### src/rtl/core/av_tc_pkg.sv
// av_tc_pkg: shared types and constants of the av timestamp corrector
// no dependencies; used by the stream interfaces and the top level
`timescale 1ns / 1ps
`default_nettype none

package av_tc_pkg;

  localparam int unsigned KIND_W    = 2;
  localparam int unsigned TS_W      = 32;
  localparam int unsigned CFG_W     = 16;
  localparam int unsigned CFG_IDX_W = 2;

  // packet kind codes, anything else is ignored
  localparam logic [KIND_W-1:0] KIND_AUDIO = 2'd0;
  localparam logic [KIND_W-1:0] KIND_VIDEO = 2'd1;

  // configuration register indexes
  localparam logic [CFG_IDX_W-1:0] CFG_AUDIO_MAX_STEP     = 2'd0;
  localparam logic [CFG_IDX_W-1:0] CFG_AUDIO_DEFAULT_STEP = 2'd1;
  localparam logic [CFG_IDX_W-1:0] CFG_VIDEO_MAX_STEP     = 2'd2;
  localparam logic [CFG_IDX_W-1:0] CFG_VIDEO_DEFAULT_STEP = 2'd3;

  // configuration reset values
  localparam logic [CFG_W-1:0] RST_AUDIO_MAX_STEP     = 16'd100;
  localparam logic [CFG_W-1:0] RST_AUDIO_DEFAULT_STEP = 16'd23;
  localparam logic [CFG_W-1:0] RST_VIDEO_MAX_STEP     = 16'd100;
  localparam logic [CFG_W-1:0] RST_VIDEO_DEFAULT_STEP = 16'd40;

  typedef logic [KIND_W-1:0] kind_t;
  typedef logic [TS_W-1:0]   stamp_t;
  typedef logic [CFG_W-1:0]  cfg_word_t;

endpackage

`default_nettype wire

### src/rtl/core/av_tc_if.sv
// av_tc_in_if / av_tc_out_if: valid/ready stream channels of the corrector
// depends on av_tc_pkg
`timescale 1ns / 1ps
`default_nettype none

interface av_tc_in_if;
  import av_tc_pkg::*;
  logic   valid;
  logic   ready;
  kind_t  packet_kind;
  stamp_t raw_timestamp;

  modport source (output valid, output packet_kind, output raw_timestamp, input ready);
  modport sink   (input valid, input packet_kind, input raw_timestamp, output ready);
endinterface

interface av_tc_out_if;
  import av_tc_pkg::*;
  logic   valid;
  logic   ready;
  stamp_t fixed_timestamp;

  modport source (output valid, output fixed_timestamp, input ready);
  modport sink   (input valid, input fixed_timestamp, output ready);
endinterface

`default_nettype wire

### src/rtl/core/av_timestamp_corrector.sv
// av_timestamp_corrector: an accepted input goes to the input register, then to the result
// register once it is free; one transaction per cycle while the result is not stalled; the
// input register feeds one pass of compare/add logic into the result register, which also
// updates the stream state; a stalled result holds both stages and drops input ready once
// the input register is full; rst_ni clears the pipeline valids and stream state and reloads
// the config defaults; depends on av_tc_pkg and av_tc_if
`timescale 1ns / 1ps
`default_nettype none

module av_timestamp_corrector #(
  parameter int unsigned STAMP_BITS = 32
) (
  input  wire                          clk_i,
  input  wire                          rst_ni,
  input  wire                          cfg_we_i,
  input  wire [av_tc_pkg::CFG_IDX_W-1:0] cfg_idx_i,
  input  wire [av_tc_pkg::CFG_W-1:0]   cfg_wdata_i,
  av_tc_in_if.sink                     pkt_i,
  av_tc_out_if.source                  res_o
);
  import av_tc_pkg::*;

  localparam int unsigned SW = STAMP_BITS;
  // zero padding that brings a config word to SW+1 bits
  localparam int unsigned PAD = SW + 1 - CFG_W;

  // accept rule with replacement: raw - last must lie in 1..limit
  function automatic logic [SW-1:0] check_step(logic [SW-1:0] raw, logic [SW-1:0] last,
                                               cfg_word_t limit, cfg_word_t dflt);
    logic signed [SW:0] diff;
    logic        [SW:0] sum;
    logic signed [SW:0] lim;
    diff = $signed({1'b0, raw}) - $signed({1'b0, last});
    sum  = {1'b0, last} + {{PAD{1'b0}}, dflt};
    lim  = $signed({{PAD{1'b0}}, limit});
    if (diff <= 0 || diff > lim) begin
      return sum[SW-1:0];
    end
    return raw;
  endfunction

  // configuration registers
  cfg_word_t audio_max_q, audio_dflt_q, video_max_q, video_dflt_q;

  // stream state
  logic          audio_seen_q, audio_seen_d;
  logic          video_seen_q, video_seen_d;
  logic [SW-1:0] last_audio_q, last_audio_d;
  logic [SW-1:0] last_video_q, last_video_d;
  logic [1:0]    audio_run_q, audio_run_d;

  // input register stage
  logic          s1_valid_q;
  kind_t         s1_kind_q;
  logic [SW-1:0] s1_raw_q;

  // result register stage
  logic          out_valid_q;
  stamp_t        out_ts_q;

  logic          out_free;   // result register can take a new value this cycle
  logic          s1_fire;    // input register hands its transaction on
  logic          in_fire;    // input transaction accepted
  logic [SW-1:0] res_d;
  logic [1:0]    run_inc;
  logic signed [SW:0] gap;
  logic signed [SW:0] vmax_s;

  assign out_free    = !out_valid_q || res_o.ready;
  assign s1_fire     = s1_valid_q && out_free;
  assign pkt_i.ready = !s1_valid_q || out_free;
  assign in_fire     = pkt_i.valid && pkt_i.ready;

  assign res_o.valid           = out_valid_q;
  assign res_o.fixed_timestamp = out_ts_q;

  // configuration writes
  always_ff @(posedge clk_i or negedge rst_ni) begin
    if (!rst_ni) begin
      audio_max_q  <= RST_AUDIO_MAX_STEP;
      audio_dflt_q <= RST_AUDIO_DEFAULT_STEP;
      video_max_q  <= RST_VIDEO_MAX_STEP;
      video_dflt_q <= RST_VIDEO_DEFAULT_STEP;
    end else if (cfg_we_i) begin
      case (cfg_idx_i)
        CFG_AUDIO_MAX_STEP:     audio_max_q  <= cfg_wdata_i;
        CFG_AUDIO_DEFAULT_STEP: audio_dflt_q <= cfg_wdata_i;
        CFG_VIDEO_MAX_STEP:     video_max_q  <= cfg_wdata_i;
        CFG_VIDEO_DEFAULT_STEP: video_dflt_q <= cfg_wdata_i;
        default: ;
      endcase
    end
  end

  // correction logic on the registered packet
  always_comb begin
    audio_seen_d = audio_seen_q;
    video_seen_d = video_seen_q;
    last_audio_d = last_audio_q;
    last_video_d = last_video_q;
    audio_run_d  = audio_run_q;
    res_d        = '0;
    // saturating count of audio frames since the last video frame
    run_inc      = (audio_run_q < 2'd2) ? audio_run_q + 2'd1 : 2'd2;
    // signed gap to the last audio stamp, used by the first video frame
    gap          = $signed({1'b0, s1_raw_q}) - $signed({1'b0, last_audio_q});
    vmax_s       = $signed({{PAD{1'b0}}, video_max_q});
    case (s1_kind_q)
      KIND_AUDIO: begin
        audio_run_d = run_inc;
        if (run_inc == 2'd2) begin
          // audio run under way: check against the audio timeline
          res_d = check_step(s1_raw_q, last_audio_q, audio_max_q, audio_dflt_q);
        end else if (audio_seen_q && video_seen_q) begin
          // first audio after a video frame: check against the video timeline
          res_d = check_step(s1_raw_q, last_video_q, video_max_q, video_dflt_q);
        end else begin
          res_d = s1_raw_q;
        end
        last_audio_d = res_d;
        audio_seen_d = 1'b1;
      end
      KIND_VIDEO: begin
        audio_run_d = 2'd0;
        if (!video_seen_q) begin
          // first video ever snaps to audio when the two are too far apart
          if (audio_seen_q && (gap < -vmax_s || gap > vmax_s)) begin
            res_d = last_audio_q;
          end else begin
            res_d = s1_raw_q;
          end
        end else begin
          res_d = check_step(s1_raw_q, last_video_q, video_max_q, video_dflt_q);
        end
        last_video_d = res_d;
        video_seen_d = 1'b1;
      end
      default: begin
        // ignored packet: result 0, state untouched
        res_d = '0;
      end
    endcase
  end

  // pipeline valids and stream state
  always_ff @(posedge clk_i or negedge rst_ni) begin
    if (!rst_ni) begin
      s1_valid_q   <= 1'b0;
      out_valid_q  <= 1'b0;
      audio_seen_q <= 1'b0;
      video_seen_q <= 1'b0;
      last_audio_q <= '0;
      last_video_q <= '0;
      audio_run_q  <= 2'd0;
    end else begin
      if (pkt_i.ready) begin
        s1_valid_q <= pkt_i.valid;
      end
      if (out_free) begin
        out_valid_q <= s1_valid_q;
      end
      if (s1_fire) begin
        audio_seen_q <= audio_seen_d;
        video_seen_q <= video_seen_d;
        last_audio_q <= last_audio_d;
        last_video_q <= last_video_d;
        audio_run_q  <= audio_run_d;
      end
    end
  end

  // payload registers
  always_ff @(posedge clk_i) begin
    if (in_fire) begin
      s1_kind_q <= pkt_i.packet_kind;
      s1_raw_q  <= pkt_i.raw_timestamp[SW-1:0];
    end
    if (s1_fire) begin
      out_ts_q <= TS_W'(res_d);
    end
  end

endmodule

`default_nettype wire

### src/flat_wrapper.sv
// flat-port wrapper written by rule: the top's interface ports become plain ports
module av_timestamp_corrector_flat import av_tc_pkg::*;
#(
  parameter int unsigned STAMP_BITS = 32
)
  (clk_i, rst_ni, cfg_we_i, cfg_idx_i, cfg_wdata_i, pkt_i_valid, pkt_i_packet_kind, pkt_i_raw_timestamp, pkt_i_ready, res_o_valid, res_o_fixed_timestamp, res_o_ready);
  av_tc_in_if pkt_i_i ();
  av_tc_out_if res_o_i ();
  input  wire clk_i;
  input  wire rst_ni;
  input  wire cfg_we_i;
  input  wire [av_tc_pkg::CFG_IDX_W-1:0] cfg_idx_i;
  input  wire [av_tc_pkg::CFG_W-1:0] cfg_wdata_i;
  input wire logic [$bits(pkt_i_i.valid)-1:0] pkt_i_valid;
  input wire logic [$bits(pkt_i_i.packet_kind)-1:0] pkt_i_packet_kind;
  input wire logic [$bits(pkt_i_i.raw_timestamp)-1:0] pkt_i_raw_timestamp;
  output wire logic [$bits(pkt_i_i.ready)-1:0] pkt_i_ready;
  output wire logic [$bits(res_o_i.valid)-1:0] res_o_valid;
  output wire logic [$bits(res_o_i.fixed_timestamp)-1:0] res_o_fixed_timestamp;
  input wire logic [$bits(res_o_i.ready)-1:0] res_o_ready;
  assign pkt_i_i.valid = pkt_i_valid;
  assign pkt_i_i.packet_kind = pkt_i_packet_kind;
  assign pkt_i_i.raw_timestamp = pkt_i_raw_timestamp;
  assign pkt_i_ready = pkt_i_i.ready;
  assign res_o_valid = res_o_i.valid;
  assign res_o_fixed_timestamp = res_o_i.fixed_timestamp;
  assign res_o_i.ready = res_o_ready;
  av_timestamp_corrector #(.STAMP_BITS(STAMP_BITS)) u_core (.clk_i(clk_i), .rst_ni(rst_ni), .cfg_we_i(cfg_we_i), .cfg_idx_i(cfg_idx_i), .cfg_wdata_i(cfg_wdata_i), .pkt_i(pkt_i_i), .res_o(res_o_i));
endmodule
### config.mk
export PLATFORM = sky130hd
export DESIGN_NAME = av_timestamp_corrector_flat
export DESIGN_NICKNAME = d
export VERILOG_FILES = /design/src/rtl/core/av_tc_pkg.sv /design/src/rtl/core/av_tc_if.sv /design/src/rtl/core/av_timestamp_corrector.sv /design/src/flat_wrapper.sv
export SDC_FILE = /design/constraint.sdc
export NUM_CORES = 1
export LEC_CHECK = 0
export BUFFER_PORTS_ARGS = -buffer_cell sky130_fd_sc_hd__buf_2
export CAP_MARGIN = 30
export CORE_MARGIN = 3
export CORE_UTILIZATION = 35
export DETAILED_ROUTE_END_ITERATION = 12
export PLACE_DENSITY = 0.5
export SYNTH_ARGS = -nofsm -noshare
export SYNTH_HDL_FRONTEND = slang
export SYNTH_SLANG_ARGS = --single-unit
export TNS_END_PERCENT = 20
### constraint.sdc
create_clock -name clk_i -period 7.2 [get_ports clk_i]
set_clock_uncertainty 0.2 [all_clocks]
set_input_delay 0.72 -clock clk_i [delete_from_list [all_inputs] [get_ports clk_i]]
set_output_delay 0.72 -clock clk_i [all_outputs]
set_load 0.03 [all_outputs]
==> metrics.sh <==
DRT-INITIAL-DRC-COUNT=1425
VIAS=16700
DRT_DRC_VIOLATIONS_LEFT=0
LAYOUT_MIN_CYCLE_TIME_PS=6410
WL_MM=66.5
WORST_PIN_SLEW_PS=1040
ROUTE.DETAILED.VIAS_PER_INST=5.97
CRIT_REQUIRED_PS=7230
CTS_MAX_LEVEL=4
MAX-CLOCK-PATH-BUFFERS=2
SYNTH-EDFF-COUNT=66
R2R_SLACK_PS=790
ARRIVAL_PS=6440
FINALMAXSLEWVIOLATIONS=0
HOLD_CLASS='primary input to async pin'
SETUP_TNS_PS=0
DIE_FOOTPRINT_UM2=54200
CRITICAL_PATH.STARTPOINT_TYPE='flop'
TOP_CELLS_BY_COUNT_SYNTH='a21oi_1 (188), nor2_1 (180), ha_1 (175), inv_1 (141), dfrtp_1 (122)'
GRT_PASS1_WL_MM=100
HOLD_BUF_CTS=0
YOSYSUNIQUECELLTYPES=81
SYNTH_TOP_AREA_FRAC=0.170
ROUTE.ANTENNA.REMAINING_NETS=0
START_UTIL=0.357
FLOORPLAN.DIE.WIDTH_UM=233
ASYNC_FLOP_SHARE=0.670
END_KIND='flop'
NUM-FILL-CELLS=5152
CLK_PIN_SLEW_WORST_PATHS_PS=80
PLACED_AREA_UM2=19300
CTS_BUFS_INSERTED=17
REGAREA_UM2=5350
AREA_CONTRIBUTORS_POST_SYNTH='dfrtp_1 (17%), ha_1 (12%), edfxtp_1 (11%)'
FIN_AREA_UM2=19800
DIE_HEIGHT_UM=233
ANTENNA_FOUND_INITIAL=2
FINISH.NET_COUNT=2339
RUN_STATUS='complete, no violations'
NUM_ROWS=82
IR_DROP_mV=0.337
FF2FF_PATH_DEPTH=20
TRITONCTS='yes'
CLK_LATENCY_PS=490
POWER_DENSITY_nW_PER_UM2=478
GRT_SETUP_UNREPAIRED='no'
CTS.ROOT.BUFFER_CELL='clkbuf_16'
SYNTHMOSTINSTANTIATEDCELL='a21oi_1'
YS_SEQ_AREA_FRAC=0.297
SYNTHESIZED_INSTANCE_COUNT=2053
WORST_R2R_STARTPOINT='u_core.s1_raw_q[7]$_DFFE_PP_'
MULTIINPUTGATEAREA_UM2=11800
TIMING.SLEW.HEADROOM=0.306
POST-CTS-SETUP-BUFFERS=0
FLOORPLAN.IO_PINS=91
CAP_VIOL_MAX_COUNT=0
PLACE.DETAILED.HPWL_MM=51.5
SYNTH.FF_LATCH_COUNT=200
MAPPEDNETLISTAREA_UM2=18000
IO_BUFFER_COUNT=90
GLOBALROUTE.TOTALOVERFLOW=0
GRT_PASS1_VIAS=16200
AREA_GROWTH_SYN_TO_LAYOUT_PCT=10.2
DETAIL_ROUTE.WL_PER_CELL_UM=23.8
SYNTH-MAIN-FF-CELL='dfrtp_1'
YOSYSTOPAREACELL='dfrtp_1'
ROUTABILITYCONGESTION=0.942
HOLD_VIO_CNT_FINAL=0
DRT_FIRST_PASS_ITERS=6
POSTCTSRESIZEDCELLS=0
MAX_FREQ_GHz=0.156
CLOCK_SINKS=200
GRT_START_MAX_NET_PINS=77
GRT_USE_TOTAL=0.243
YS.WARNINGS.COUNT=0
LEAKAGE_POWER_nW=8.39
SYN-MEAN-INSTANCE-AREA_UM2=8.77
COREAREA_UM2=50500
RR_ENDPOINT='u_core.res_o.fixed_timestamp[7]$_DFFE_PP_'
WORSTPATHMAXFANOUT=20
SYNTH_NETS=2289
FRACTION_OF_LAYOUT_INSTANCES_USING_A_DRIVE_STRENGTH_ABOVE_1=0.131
CLASS_OF_THE_MOST_CRITICAL_SETUP_PATH='flop to flop'
FINALSETUPVIOLATIONS=0
PERIOD_SHARE=0.890
-- power by group --
part	switching, W	leakage, nW	internal (W)
Combinational	0.00404	5.86	0.00256
Clock	0.000529	0.285	0.000464
Sequential	0.000371	2.25	0.00152
-- kinds of logic after synthesis --
family,count (synthesis),synth area share
AO/OA/AOI/OAI,601,0.228
XOR/XNOR,97,0.0476
adder cells (fa/ha/maj),179,0.126
buffers and inverters,235,0.0501
flip-flops,200,0.297
multiplexers,148,0.0879
AND/OR/NAND/NOR,593,0.163
-- final cells by class --
class	instances	share of cell area
multi-input cells	1618	0.595
flip-flops and latches	200	0.270
well taps	672	0.0424
repair buffers	124	0.0367
inverters	142	0.0269
clock buffers	17	0.0214
clock inverters	15	0.00763
diodes	1	0.000126
-- critical path, stage by stage, from the launching register on --
cell,delay [ps]
edfxtp_1,500
ha_1,580
nand2_1,200
nor3_1,400
o311ai_0,330
a21oi_1,220
nor2_1,70
xor2_1,250
inv_1,100
ha_1,320
nand4_1,80
or4_1,390
o21ai_0,80
a31oi_1,80
a2111oi_0,390
nand4_1,150
and4b_2,620
buf_4,460
mux2i_1,330
a21oi_1,110
a22o_1,240
-- registers in the layout, indices dropped and copies added, names as in the netlist --
signal	count
u_core.res_o.valid	1
u_core.audio_run_q	2
u_core.audio_max_q	16
u_core.video_max_q	16
u_core.video_seen_q	1
u_core.last_audio_q	32
u_core.last_video_q	32
u_core.video_dflt_q	16
u_core.audio_seen_q	1
u_core.s1_kind_q	2
u_core.res_o.fixed_timestamp	32
u_core.s1_valid_q	1
u_core.audio_dflt_q	16
u_core.s1_raw_q	32
-- how the worst max path moves through the flow --
stage	slack [ps]	startpoint	to	cells after the start
floorplan	1510	u_core.s1_raw_q[8]$_DFFE_PP_	u_core.res_o.fixed_timestamp[15]$_DFFE_PP_	20
finish	790	u_core.s1_raw_q[7]$_DFFE_PP_	u_core.res_o.fixed_timestamp[7]$_DFFE_PP_	20
global placement	850	u_core.s1_raw_q[7]$_DFFE_PP_	u_core.res_o.fixed_timestamp[7]$_DFFE_PP_	20
detailed placement	840	u_core.s1_raw_q[7]$_DFFE_PP_	u_core.res_o.fixed_timestamp[7]$_DFFE_PP_	20
global route	400	u_core.s1_raw_q[7]$_DFFE_PP_	u_core.res_o.fixed_timestamp[7]$_DFFE_PP_	20
CTS	820	u_core.s1_raw_q[7]$_DFFE_PP_	u_core.res_o.fixed_timestamp[7]$_DFFE_PP_	20
-- metal layers --
layer  vias to the layer above  global-route usage  wire length, um
li1                       7767                   -                -
met1                      8255               0.344            31100
met2                       548               0.387            30300
met3                        89              0.0354             3670
met4                         0              0.0635             1430
met5                         -                   0                0
-- placed cells by master (no fill, tap or decap), types with 10 or more instances in the layout --
cell / instances
and4_1: 12
nor2b_1: 25
a221oi_1: 12
a211oi_1: 21
clkbuf_16: 17
a22o_1: 60
o21ai_0: 75
o21bai_1: 15
nand2_1: 112
ha_1: 175
xnor2_1: 76
edfxtp_1: 66
dfrtp_1: 121
nor4_1: 11
o32ai_1: 13
a2111oi_0: 10
buf_4: 32
and2_1: 19
inv_1: 141
mux2i_1: 67
a21o_1: 44
a31oi_1: 13
o21a_1: 17
nand2b_1: 24
nor3_1: 52
a221o_1: 18
nand3_1: 47
mux2_2: 81
xor2_1: 20
buf_2: 89
a21oi_1: 188
nor2_1: 179
dfstp_2: 12
o211ai_1: 17
nand4_1: 37
and3_1: 15
or3_1: 11
-- through the flow --
stage | power (W) | utilization | hold WS (ps) | cells | setup WS [ps]
6_report | 0.00948 | 0.393 | 86.9 | 2789 | 789
5_1_grt | 0.0102 | 0.393 | 138 | 2788 | 397
4_1_cts | 0.00941 | 0.393 | 117 | 2788 | 815
3_5_place_dp | 0.00838 | 0.381 | 276 | 2756 | 836
3_3_place_gp | 0.00834 | 0.381 | 271 | 2754 | 850
2_1_floorplan | 0.00632 | - | 224 | 2053 | 1510
Power figures use the tool's default switching activity.
